[src/hw/rtl/mcop_pkg.sv]
// Shared types and constants of the moov chunk-offset patcher.
// No dependencies; mcop_parse, mcop_burst and the top level import it.
package mcop_pkg;

   // Width of the arithmetic that checks positions against the atom length.
   localparam int CALC_BITS = 64;

   // Four-character atom types, big-endian.
   localparam logic [31:0] ATOM_STCO = 32'h7374636F;
   localparam logic [31:0] ATOM_CO64 = 32'h636F3634;
   localparam logic [31:0] ATOM_CMOV = 32'h636D6F76;

   // Positions inside the atom and inside a chunk-offset table.
   localparam logic [CALC_BITS-1:0] CMOV_LAST_POS = CALC_BITS'(15);
   localparam logic [CALC_BITS-1:0] TYPE_END_MIN  = CALC_BITS'(7);
   localparam logic [CALC_BITS-1:0] HDR_LAST_OFS  = CALC_BITS'(11);
   localparam logic [CALC_BITS-1:0] HDR_LEN       = CALC_BITS'(12);
   localparam logic [CALC_BITS-1:0] SIZE_MIN      = CALC_BITS'(4);

   // Error codes carried with every single-byte result.
   localparam logic [2:0] ERR_NONE       = 3'd0;
   localparam logic [2:0] ERR_COMPRESSED = 3'd1;
   localparam logic [2:0] ERR_ATOM_OVER  = 3'd2;
   localparam logic [2:0] ERR_TABLE_OVER = 3'd3;
   localparam logic [2:0] ERR_BAD_SIZE   = 3'd4;

   // Number of output bytes caused by one input byte.
   localparam logic [3:0] RUN_NONE   = 4'd0;
   localparam logic [3:0] RUN_ONE    = 4'd1;
   localparam logic [3:0] RUN_NARROW = 4'd4;
   localparam logic [3:0] RUN_WIDE   = 4'd8;

   // Result run handed from the parser to the output stage.
   // Bytes leave from the top of data, most significant first.
   typedef struct packed {
      logic [3:0]  run_len;
      logic [63:0] data;
      logic [2:0]  err;
   } mcop_run_type;

endpackage

[src/hw/rtl/mcop_if.sv]
// Valid/ready channel interfaces for the moov chunk-offset patcher.
// Request channel carries moov bytes, response channel carries patched bytes.
interface mcop_req_if;
   logic       valid;
   logic       ready;
   logic [7:0] moov_byte;
   logic       start_flag;

   modport source (output valid, output moov_byte, output start_flag, input ready);
   modport sink   (input valid, input moov_byte, input start_flag, output ready);
endinterface

interface mcop_rsp_if;
   logic       valid;
   logic       ready;
   logic [7:0] out_byte;
   logic [2:0] error_code;
   logic       last_in_run;

   modport source (output valid, output out_byte, output error_code,
                   output last_in_run, input ready);
   modport sink   (input valid, input out_byte, input error_code,
                   input last_in_run, output ready);
endinterface

[src/hw/rtl/mcop_parse.sv]
// Parse state of the patcher: window match, table header, entry collection.
// Depends on mcop_pkg; commits its next state on every step.
module mcop_parse
   import mcop_pkg::*;
#(
   parameter int POSITION_BITS = 32
) (
   input  logic               clock,
   input  logic               reset,
   input  logic               step,
   input  logic [7:0]         in_byte,
   input  logic               in_start,
   input  logic [31:0]        moov_length,
   output mcop_run_type       run
);

   localparam int RESUME_BITS = (POSITION_BITS > 33) ? POSITION_BITS : 33;

   localparam logic [1:0] MODE_SCAN   = 2'd0;
   localparam logic [1:0] MODE_HEADER = 2'd1;
   localparam logic [1:0] MODE_PATCH  = 2'd2;

   localparam logic [POSITION_BITS-1:0] POS_MAX = {POSITION_BITS{1'b1}};

   // State registers
   logic [POSITION_BITS-1:0] pos_ff,    pos_in;
   logic [63:0]              win_ff,    win_in;
   logic [1:0]               mode_ff,   mode_in;
   logic                     wide_ff,   wide_in;
   logic [POSITION_BITS-1:0] tstart_ff, tstart_in;
   logic [31:0]              eleft_ff,  eleft_in;
   logic [63:0]              ebuf_ff,   ebuf_in;
   logic [2:0]               eidx_ff,   eidx_in;
   logic [RESUME_BITS-1:0]   resume_ff, resume_in;
   logic [2:0]               serr_ff,   serr_in;

   // State as seen after an optional start-of-atom clear
   logic [POSITION_BITS-1:0] cur_pos;
   logic [63:0]              cur_win;
   logic [1:0]               cur_mode;
   logic                     cur_wide;
   logic [POSITION_BITS-1:0] cur_tstart;
   logic [31:0]              cur_eleft;
   logic [63:0]              cur_ebuf;
   logic [2:0]               cur_eidx;
   logic [RESUME_BITS-1:0]   cur_resume;
   logic [2:0]               cur_serr;

   // Position arithmetic, done modulo 2^CALC_BITS
   logic [CALC_BITS-1:0]     p64;
   logic [POSITION_BITS-1:0] type_pos;
   logic [CALC_BITS-1:0]     i64;
   logic [CALC_BITS-1:0]     size64;
   logic [CALC_BITS-1:0]     len64;
   logic [CALC_BITS-1:0]     table_end;
   logic [CALC_BITS-1:0]     need64;
   logic [31:0]              count;
   logic [31:0]              tag;
   logic                     tag_hit;
   logic [63:0]              patched;
   logic [3:0]               width;

   // Clear parse state on a new atom
   always_comb begin
      if (in_start) begin
         cur_pos    = '0;
         cur_win    = '0;
         cur_mode   = MODE_SCAN;
         cur_wide   = 1'b0;
         cur_tstart = '0;
         cur_eleft  = '0;
         cur_ebuf   = '0;
         cur_eidx   = '0;
         cur_resume = '0;
         cur_serr   = ERR_NONE;
      end else begin
         cur_pos    = pos_ff;
         cur_win    = win_ff;
         cur_mode   = mode_ff;
         cur_wide   = wide_ff;
         cur_tstart = tstart_ff;
         cur_eleft  = eleft_ff;
         cur_ebuf   = ebuf_ff;
         cur_eidx   = eidx_ff;
         cur_resume = resume_ff;
         cur_serr   = serr_ff;
      end
   end

   // Window and position terms shared by the branches below
   assign win_in    = {cur_win[55:0], in_byte};
   assign p64       = CALC_BITS'(cur_pos);
   assign type_pos  = cur_pos - POSITION_BITS'(3);
   assign i64       = CALC_BITS'(type_pos);
   assign tag       = win_in[31:0];
   assign size64    = CALC_BITS'(win_in[63:32]);
   assign len64     = CALC_BITS'(moov_length);
   assign tag_hit   = (tag == ATOM_STCO) || (tag == ATOM_CO64);
   assign table_end = i64 + size64;
   assign count     = {cur_ebuf[23:0], in_byte};
   assign need64    = CALC_BITS'(cur_tstart) + HDR_LEN +
                      (cur_wide ? CALC_BITS'({count, 3'b000})
                                : CALC_BITS'({count, 2'b00}));
   assign width     = cur_wide ? RUN_WIDE : RUN_NARROW;
   assign patched   = {cur_ebuf[55:0], in_byte} + 64'(moov_length);

   // Next state and the result run of this byte
   always_comb begin
      pos_in    = (cur_pos != POS_MAX) ? cur_pos + POSITION_BITS'(1) : cur_pos;
      mode_in   = cur_mode;
      wide_in   = cur_wide;
      tstart_in = cur_tstart;
      eleft_in  = cur_eleft;
      ebuf_in   = cur_ebuf;
      eidx_in   = cur_eidx;
      resume_in = cur_resume;
      serr_in   = cur_serr;

      run.run_len = RUN_ONE;
      run.data    = {in_byte, 56'b0};
      run.err     = cur_serr;

      if (cur_serr != ERR_NONE) begin
         // pass through with the sticky code
      end else if ((p64 == CMOV_LAST_POS) && (tag == ATOM_CMOV)) begin
         serr_in = ERR_COMPRESSED;
         mode_in = MODE_SCAN;
         run.err = ERR_COMPRESSED;
      end else begin
         case (cur_mode)
            MODE_HEADER: begin
               ebuf_in = {32'b0, count};
               if (p64 == CALC_BITS'(cur_tstart) + HDR_LAST_OFS) begin
                  if (need64 > len64) begin
                     serr_in = ERR_TABLE_OVER;
                     mode_in = MODE_SCAN;
                  end else if (count == 32'd0) begin
                     mode_in = MODE_SCAN;
                  end else begin
                     eleft_in = count;
                     ebuf_in  = '0;
                     eidx_in  = '0;
                     mode_in  = MODE_PATCH;
                  end
               end
            end
            MODE_PATCH: begin
               ebuf_in = {cur_ebuf[55:0], in_byte};
               if ({1'b0, cur_eidx} + 4'd1 < width) begin
                  // hold the entry until its last byte
                  eidx_in     = cur_eidx + 3'd1;
                  run.run_len = RUN_NONE;
               end else begin
                  run.run_len = width;
                  run.err     = ERR_NONE;
                  run.data    = cur_wide ? patched : {patched[31:0], 32'b0};
                  ebuf_in     = '0;
                  eidx_in     = '0;
                  eleft_in    = cur_eleft - 32'd1;
                  if (cur_eleft == 32'd1) begin
                     mode_in = MODE_SCAN;
                  end
               end
            end
            default: begin
               // scan for a table type ending at this byte
               if ((p64 >= TYPE_END_MIN) && (i64 + SIZE_MIN < len64) &&
                   (i64 >= CALC_BITS'(cur_resume)) && tag_hit) begin
                  if (size64 < SIZE_MIN) begin
                     serr_in = ERR_BAD_SIZE;
                  end else if (table_end - SIZE_MIN > len64) begin
                     serr_in = ERR_ATOM_OVER;
                  end else begin
                     wide_in   = (tag == ATOM_CO64);
                     tstart_in = type_pos;
                     resume_in = RESUME_BITS'(table_end - CALC_BITS'(3));
                     ebuf_in   = '0;
                     mode_in   = MODE_HEADER;
                  end
               end
            end
         endcase
         run.err = (run.run_len == RUN_ONE) ? serr_in : ERR_NONE;
      end
   end

   // Commit on every consumed byte
   always_ff @(posedge clock) begin
      if (reset) begin
         pos_ff    <= '0;
         win_ff    <= '0;
         mode_ff   <= MODE_SCAN;
         wide_ff   <= 1'b0;
         tstart_ff <= '0;
         eleft_ff  <= '0;
         ebuf_ff   <= '0;
         eidx_ff   <= '0;
         resume_ff <= '0;
         serr_ff   <= ERR_NONE;
      end else if (step) begin
         pos_ff    <= pos_in;
         win_ff    <= win_in;
         mode_ff   <= mode_in;
         wide_ff   <= wide_in;
         tstart_ff <= tstart_in;
         eleft_ff  <= eleft_in;
         ebuf_ff   <= ebuf_in;
         eidx_ff   <= eidx_in;
         resume_ff <= resume_in;
         serr_ff   <= serr_in;
      end
   end

endmodule

[src/hw/rtl/mcop_burst.sv]
// Output stage of the patcher: holds one result run and shifts it out a beat at a time.
// Depends on mcop_pkg and the response channel interface.
module mcop_burst
   import mcop_pkg::*;
(
   input  logic          clock,
   input  logic          reset,
   input  logic          load,
   input  mcop_run_type  run,
   output logic          free,
   mcop_rsp_if.source    rsp
);

   logic [3:0]  count_ff, count_in;
   logic [63:0] data_ff,  data_in;
   logic [2:0]  err_ff,   err_in;
   logic        pop;

   assign pop  = rsp.valid && rsp.ready;
   // Take a new run when empty or when the last beat leaves now
   assign free = (count_ff == RUN_NONE) || ((count_ff == RUN_ONE) && rsp.ready);

   assign rsp.valid       = (count_ff != RUN_NONE);
   assign rsp.out_byte    = data_ff[63:56];
   assign rsp.error_code  = err_ff;
   assign rsp.last_in_run = (count_ff == RUN_ONE);

   // Load a run, else advance by one beat on a pop
   always_comb begin
      count_in = count_ff;
      data_in  = data_ff;
      err_in   = err_ff;
      if (load) begin
         count_in = run.run_len;
         data_in  = run.data;
         err_in   = run.err;
      end else if (pop) begin
         count_in = count_ff - 4'd1;
         data_in  = {data_ff[55:0], 8'b0};
      end
   end

   always_ff @(posedge clock) begin
      if (reset) begin
         count_ff <= RUN_NONE;
      end else begin
         count_ff <= count_in;
      end
   end

   always_ff @(posedge clock) begin
      data_ff <= data_in;
      err_ff  <= err_in;
   end

endmodule

[src/hw/rtl/moov_chunk_offset_patcher.sv]
// Top level of the moov chunk-offset patcher: input register, parser, output stage.
// Depends on mcop_pkg, the channel interfaces, mcop_parse and mcop_burst.
//
// Feed the bytes of one moov atom on req_ch, with start_flag on its first byte, after
// writing the atom's total length to csr_wr_data. Every byte comes back on rsp_ch,
// except that the offsets of each stco or co64 table come back raised by that length,
// one entry at a time as a run of four or eight beats once its last byte is in. The
// block takes one byte per cycle and gives one beat per cycle while rsp_ch is ready,
// and a byte passes the input register and the output stage on its way out. An entry's
// run drains while the next entry's bytes are collected, so the table body streams at
// full rate; the byte after a table's last entry waits for that run to drain. error_code
// is non-zero and sticky on a compressed atom, an overrun or a bad table size, until
// the next start_flag; patching then stops.
module moov_chunk_offset_patcher
   import mcop_pkg::*;
#(
   parameter int POSITION_BITS = 32
) (
   input  logic         clock,
   input  logic         reset,
   input  logic         csr_wr_en,
   input  logic [31:0]  csr_wr_data,
   mcop_req_if.sink     req_ch,
   mcop_rsp_if.source   rsp_ch
);

   logic         in_valid_ff, in_valid_in;
   logic [7:0]   in_byte_ff;
   logic         in_start_ff;
   logic [31:0]  moov_length_ff;
   logic         consume;
   logic         burst_free;
   mcop_run_type run;

   // Move the held byte on when its results fit in the output stage
   assign consume      = in_valid_ff && ((run.run_len == RUN_NONE) || burst_free);
   assign req_ch.ready = !in_valid_ff || consume;

   assign in_valid_in = (req_ch.valid && req_ch.ready) ? 1'b1 :
                        (consume ? 1'b0 : in_valid_ff);

   always_ff @(posedge clock) begin
      if (reset) begin
         in_valid_ff    <= 1'b0;
         moov_length_ff <= '0;
      end else begin
         in_valid_ff <= in_valid_in;
         if (csr_wr_en) begin
            moov_length_ff <= csr_wr_data;
         end
      end
   end

   // Capture the input beat
   always_ff @(posedge clock) begin
      if (req_ch.valid && req_ch.ready) begin
         in_byte_ff  <= req_ch.moov_byte;
         in_start_ff <= req_ch.start_flag;
      end
   end

   mcop_parse #(
      .POSITION_BITS (POSITION_BITS)
   ) u_parse (
      .clock       (clock),
      .reset       (reset),
      .step        (consume),
      .in_byte     (in_byte_ff),
      .in_start    (in_start_ff),
      .moov_length (moov_length_ff),
      .run         (run)
   );

   mcop_burst u_burst (
      .clock (clock),
      .reset (reset),
      .load  (consume && (run.run_len != RUN_NONE)),
      .run   (run),
      .free  (burst_free),
      .rsp   (rsp_ch)
   );

endmodule

[src/flat_wrapper.sv]
// flat-port wrapper written by rule: the top's interface ports become plain ports
module moov_chunk_offset_patcher_flat import mcop_pkg::*;
#(
   parameter int POSITION_BITS = 32
)
  (clock, reset, csr_wr_en, csr_wr_data, req_ch_valid, req_ch_moov_byte, req_ch_start_flag, req_ch_ready, rsp_ch_valid, rsp_ch_out_byte, rsp_ch_error_code, rsp_ch_last_in_run, rsp_ch_ready);
  mcop_req_if req_ch_i ();
  mcop_rsp_if rsp_ch_i ();
  input  logic clock;
  input  logic reset;
  input  logic csr_wr_en;
  input  logic [31:0] csr_wr_data;
  input wire logic [$bits(req_ch_i.valid)-1:0] req_ch_valid;
  input wire logic [$bits(req_ch_i.moov_byte)-1:0] req_ch_moov_byte;
  input wire logic [$bits(req_ch_i.start_flag)-1:0] req_ch_start_flag;
  output wire logic [$bits(req_ch_i.ready)-1:0] req_ch_ready;
  output wire logic [$bits(rsp_ch_i.valid)-1:0] rsp_ch_valid;
  output wire logic [$bits(rsp_ch_i.out_byte)-1:0] rsp_ch_out_byte;
  output wire logic [$bits(rsp_ch_i.error_code)-1:0] rsp_ch_error_code;
  output wire logic [$bits(rsp_ch_i.last_in_run)-1:0] rsp_ch_last_in_run;
  input wire logic [$bits(rsp_ch_i.ready)-1:0] rsp_ch_ready;
  assign req_ch_i.valid = req_ch_valid;
  assign req_ch_i.moov_byte = req_ch_moov_byte;
  assign req_ch_i.start_flag = req_ch_start_flag;
  assign req_ch_ready = req_ch_i.ready;
  assign rsp_ch_valid = rsp_ch_i.valid;
  assign rsp_ch_out_byte = rsp_ch_i.out_byte;
  assign rsp_ch_error_code = rsp_ch_i.error_code;
  assign rsp_ch_last_in_run = rsp_ch_i.last_in_run;
  assign rsp_ch_i.ready = rsp_ch_ready;
  moov_chunk_offset_patcher #(.POSITION_BITS(POSITION_BITS)) u_core (.clock(clock), .reset(reset), .csr_wr_en(csr_wr_en), .csr_wr_data(csr_wr_data), .req_ch(req_ch_i), .rsp_ch(rsp_ch_i));
endmodule
[config.mk]
export PLATFORM = sky130hd
export DESIGN_NAME = moov_chunk_offset_patcher_flat
export DESIGN_NICKNAME = d
export VERILOG_FILES = /design/src/hw/rtl/mcop_pkg.sv /design/src/hw/rtl/mcop_if.sv /design/src/hw/rtl/mcop_parse.sv /design/src/hw/rtl/mcop_burst.sv /design/src/hw/rtl/moov_chunk_offset_patcher.sv /design/src/flat_wrapper.sv
export SDC_FILE = /design/constraint.sdc
export NUM_CORES = 2
export LEC_CHECK = 0
export BUFFER_PORTS_ARGS = -buffer_cell sky130_fd_sc_hd__buf_2
export CAP_MARGIN = 40
export CORE_MARGIN = 2
export CORE_UTILIZATION = 42
export DETAILED_ROUTE_END_ITERATION = 8
export SYNTH_ARGS = -nofsm -noshare
export SYNTH_HDL_FRONTEND = slang
export SYNTH_SLANG_ARGS = --single-unit
[constraint.sdc]
create_clock -name clock -period 29.5 [get_ports clock]
set_input_delay 5.9 -clock clock [delete_from_list [all_inputs] [get_ports clock]]
set_output_delay 5.9 -clock clock [all_outputs]
set_load 0.1 [all_outputs]
==> run summary <==
Switch Pwr = 0.782 mW
Post-synth EDFFs = 76
most used cell, CP = buf_2
Area Overhead vs Synth = 8.54%
total CTS buffers = 44
utilization after layout = 46.0%
TritonCTS clock tree = done
Slowest-stage cell, CP = buf_2
P per Cell Area = 60.0 nW/µm²
RSZ-0062 raised after global routing = no
Avg Inst Size Synth = 7.96 µm²
Final Hold Viols = 0
Comb power frac = 38.6%
syn nets = 4119
dpl cells = 4634
crit path launch type = input port
core area = 71400 µm²
Crit Path Max Fanout = 4
I/O pin count = 60
VDD IR max = 0.0892 mV
Synth area leaders = dfxtp_1 (19%), ha_1 (11%), edfxtp_1 (7.5%)
Mapped Cells = 3802
post-route cell area = 32800 µm²
# fillers = 7229
Total GRT Usage = 27.9%
vias = 29000
Final WS setup = 16710 ps
postcts setup bufs = 0
initial antenna violation count = 1
Critical Path RT = 23600 ps
CP delay by family, top = buffers and inverters
diode count = 0
Routed Antenna Nets = 0
ys flop type = dfxtp_1
Synth async-reset ratio = 0%
Max Cap Viol = 0
DRT Pass-1 Iters = 5
Detailed Place HPWL = 81600 µm
critical setup path kind = in -> out
Slew headroom = 34.5%
post-layout min period = 12790 ps
clock skew = 48.2 ps
Skew-Pair Late Insertion Delay = 630 ps
fmax = 78.2 MHz
DR WL/cell = 22.8 µm
Root Buffer = clkbuf_16
post-synth cell types = 97
clock share of power = 29.7%
layout cell share with drive strength beyond 1 = 7.57%
R2R setup slack = 18880 ps
Sequential Power Share = 31.7%
number of global-route vias before repair = 26400
pre-CTS setup slack = 16630 ps
GP Congestion = 0.935
Total Neg Setup Slack = 0 ps
Tcrit/Tclk final = 43.4%
Synth top cells by count = nand2_1 (403), a21oi_1 (311), nor2_1 (288)
WHS = 448 ps
top layer used by detailed routing = met5
CTS-repair resized insts = 0
Leak = 13.2 nW
crit-path cells = buf_2, a21boi_0, buf_2, nand3_1, buf_2
# DRC = 0
final slew viol count = 0
wire length on met1 = 47000 µm
Crit. Startpoint = rsp_ch_ready
Hold Crit Start = u_core.u_parse.win_ff[40]
Post-DP Area = 31300 µm²
DR vias/cell = 6.14
first-pass GRT wire length = 162000 µm
Die Width = 272 µm
Max clock buf depth = 3
Nets = 4047
yosys warns = 0
FF-to-FF Start = u_core.in_start_ff
area of the mapped netlist = 30300 µm²
worst path buffer plus inverter count = 3
Sink Count = 363
drt total wl = 107000 µm
Critical Path Max Stage Delay = 340 ps
Die Area = 74200 µm²
most frequent cell after synthesis = nand2_1
Synth area leader = dfxtp_1
HP Class = reg -> reg
Starting DRT DRC Count = 2613
Final Setup Violations = 0
Layout Cells excl Fill = 4715
met3 routed wirelength = 6500 µm
measured slew at the worst slew-check pin = 973 ps
chip height = 272 µm
# rows = 98
Sw Ratio = 39.7%
Initial Util = 42.4%
number of hold buffers added after CTS = 0
outcome = finished, final reports clean
CTS H-tree lvls = 2
number of synthesized register bits = 363
Critical Path AT = 6890 ps
cell internal pwr = 1.19 mW
Power Total = 1.97 mW
PortBufs = 59
top cell type's share of synthesized area = 19.0%
Worst-path clk slew = 50 ps
met2 WL = 48500 µm
register area share after synthesis = 26.5%
pin count of the biggest net entering global routing = 147
Worst Setup End Kind = output port
total gr overflow = 0
-- path summary, 6_finish.rpt --
kind / endpoint / cells after the start
min reg2reg: u_core.u_parse.win_ff[40] / 2
max: req_ch_ready / 5
max reg2reg: u_core.u_parse.resume_ff[25] / 32
min: u_core.u_parse.win_ff[40] / 2
-- cells by family (layout without fill, tap and decap cells) --
family	after synthesis	in the layout	synth area share, %
multiplexers	86	86	3.01
flip-flops	363	363	26.5
AO/OA/AOI/OAI	1064	1064	23.4
AND/OR/NAND/NOR	1410	1410	23.5
buffers and inverters	351	314	4.74
adder cells (fa/ha/maj)	271	271	11.3
XOR/XNOR	257	257	7.46
-- cell type report --
class / instances / area (µm²) / area share, %
Clock buffer: 66 / 1320 / 4.02
Clock inverter: 15 / 238 / 0.724
Inverter: 116 / 438 / 1.33
Multi-Input combinational cell: 3088 / 20900 / 63.5
Sequential cell: 363 / 8030 / 24.4
Tap cell: 950 / 1190 / 3.62
Timing Repair Buffer: 117 / 776 / 2.36
-- sequential cells by signal, indices dropped and copies added, names as in the netlist --
name,count
u_core.u_parse.resume_ff,33
u_core.in_byte_ff,8
u_core.u_parse.pos_ff,32
u_core.u_parse.serr_ff,3
u_core.u_parse.eidx_ff,3
u_core.u_parse.mode_ff,2
u_core.in_valid_ff,1
u_core.u_parse.ebuf_ff,56
u_core.u_parse.wide_ff,1
u_core.u_parse.win_ff,56
u_core.u_burst.rsp.error_code,3
u_core.moov_length_ff,32
u_core.u_burst.data_ff,64
u_core.u_burst.count_ff,4
u_core.u_parse.tstart_ff,32
u_core.in_start_ff,1
u_core.u_parse.eleft_ff,32
-- power by group through the flow --
stage / sequential [mW] / combinational [mW] / clock [mW]
after floorplan: 0.629 / 0.548 / 0
after global placement: 0.634 / 0.735 / 0
after detailed placement: 0.634 / 0.751 / 0
after CTS: 0.624 / 0.753 / 0.596
after global routing: 0.631 / 0.832 / 0.613
final: 0.624 / 0.760 / 0.586
-- cell usage in the layout (no fill, tap or decap), drive strengths merged, types with 100 or more instances in the layout --
cell / Yosys / final
a21oi: 312 / 312
a22o: 115 / 115
buf: 59 / 117
dfxtp: 287 / 287
ha: 268 / 268
inv: 115 / 116
nand2: 403 / 403
nand3: 100 / 100
nor2: 289 / 289
nor2b: 117 / 117
o21ai: 196 / 196
xnor2: 159 / 159
-- routing by layer --
| layer | vias up | global-route usage, % |
|---|---|---|
| li1 | 13900 | - |
| met4 | 2 | 12.9 |
| met5 | - | 0 |
| met3 | 218 | 3.12 |
| met2 | 1081 | 45.1 |
| met1 | 13800 | 37.3 |
-- worst min-delay path: stages (launching register included) --
cell,delay [ps]
dfxtp_1,300
nand2_1,50
a21oi_1,50
Note: power is estimated with default switching activity, not from simulation.
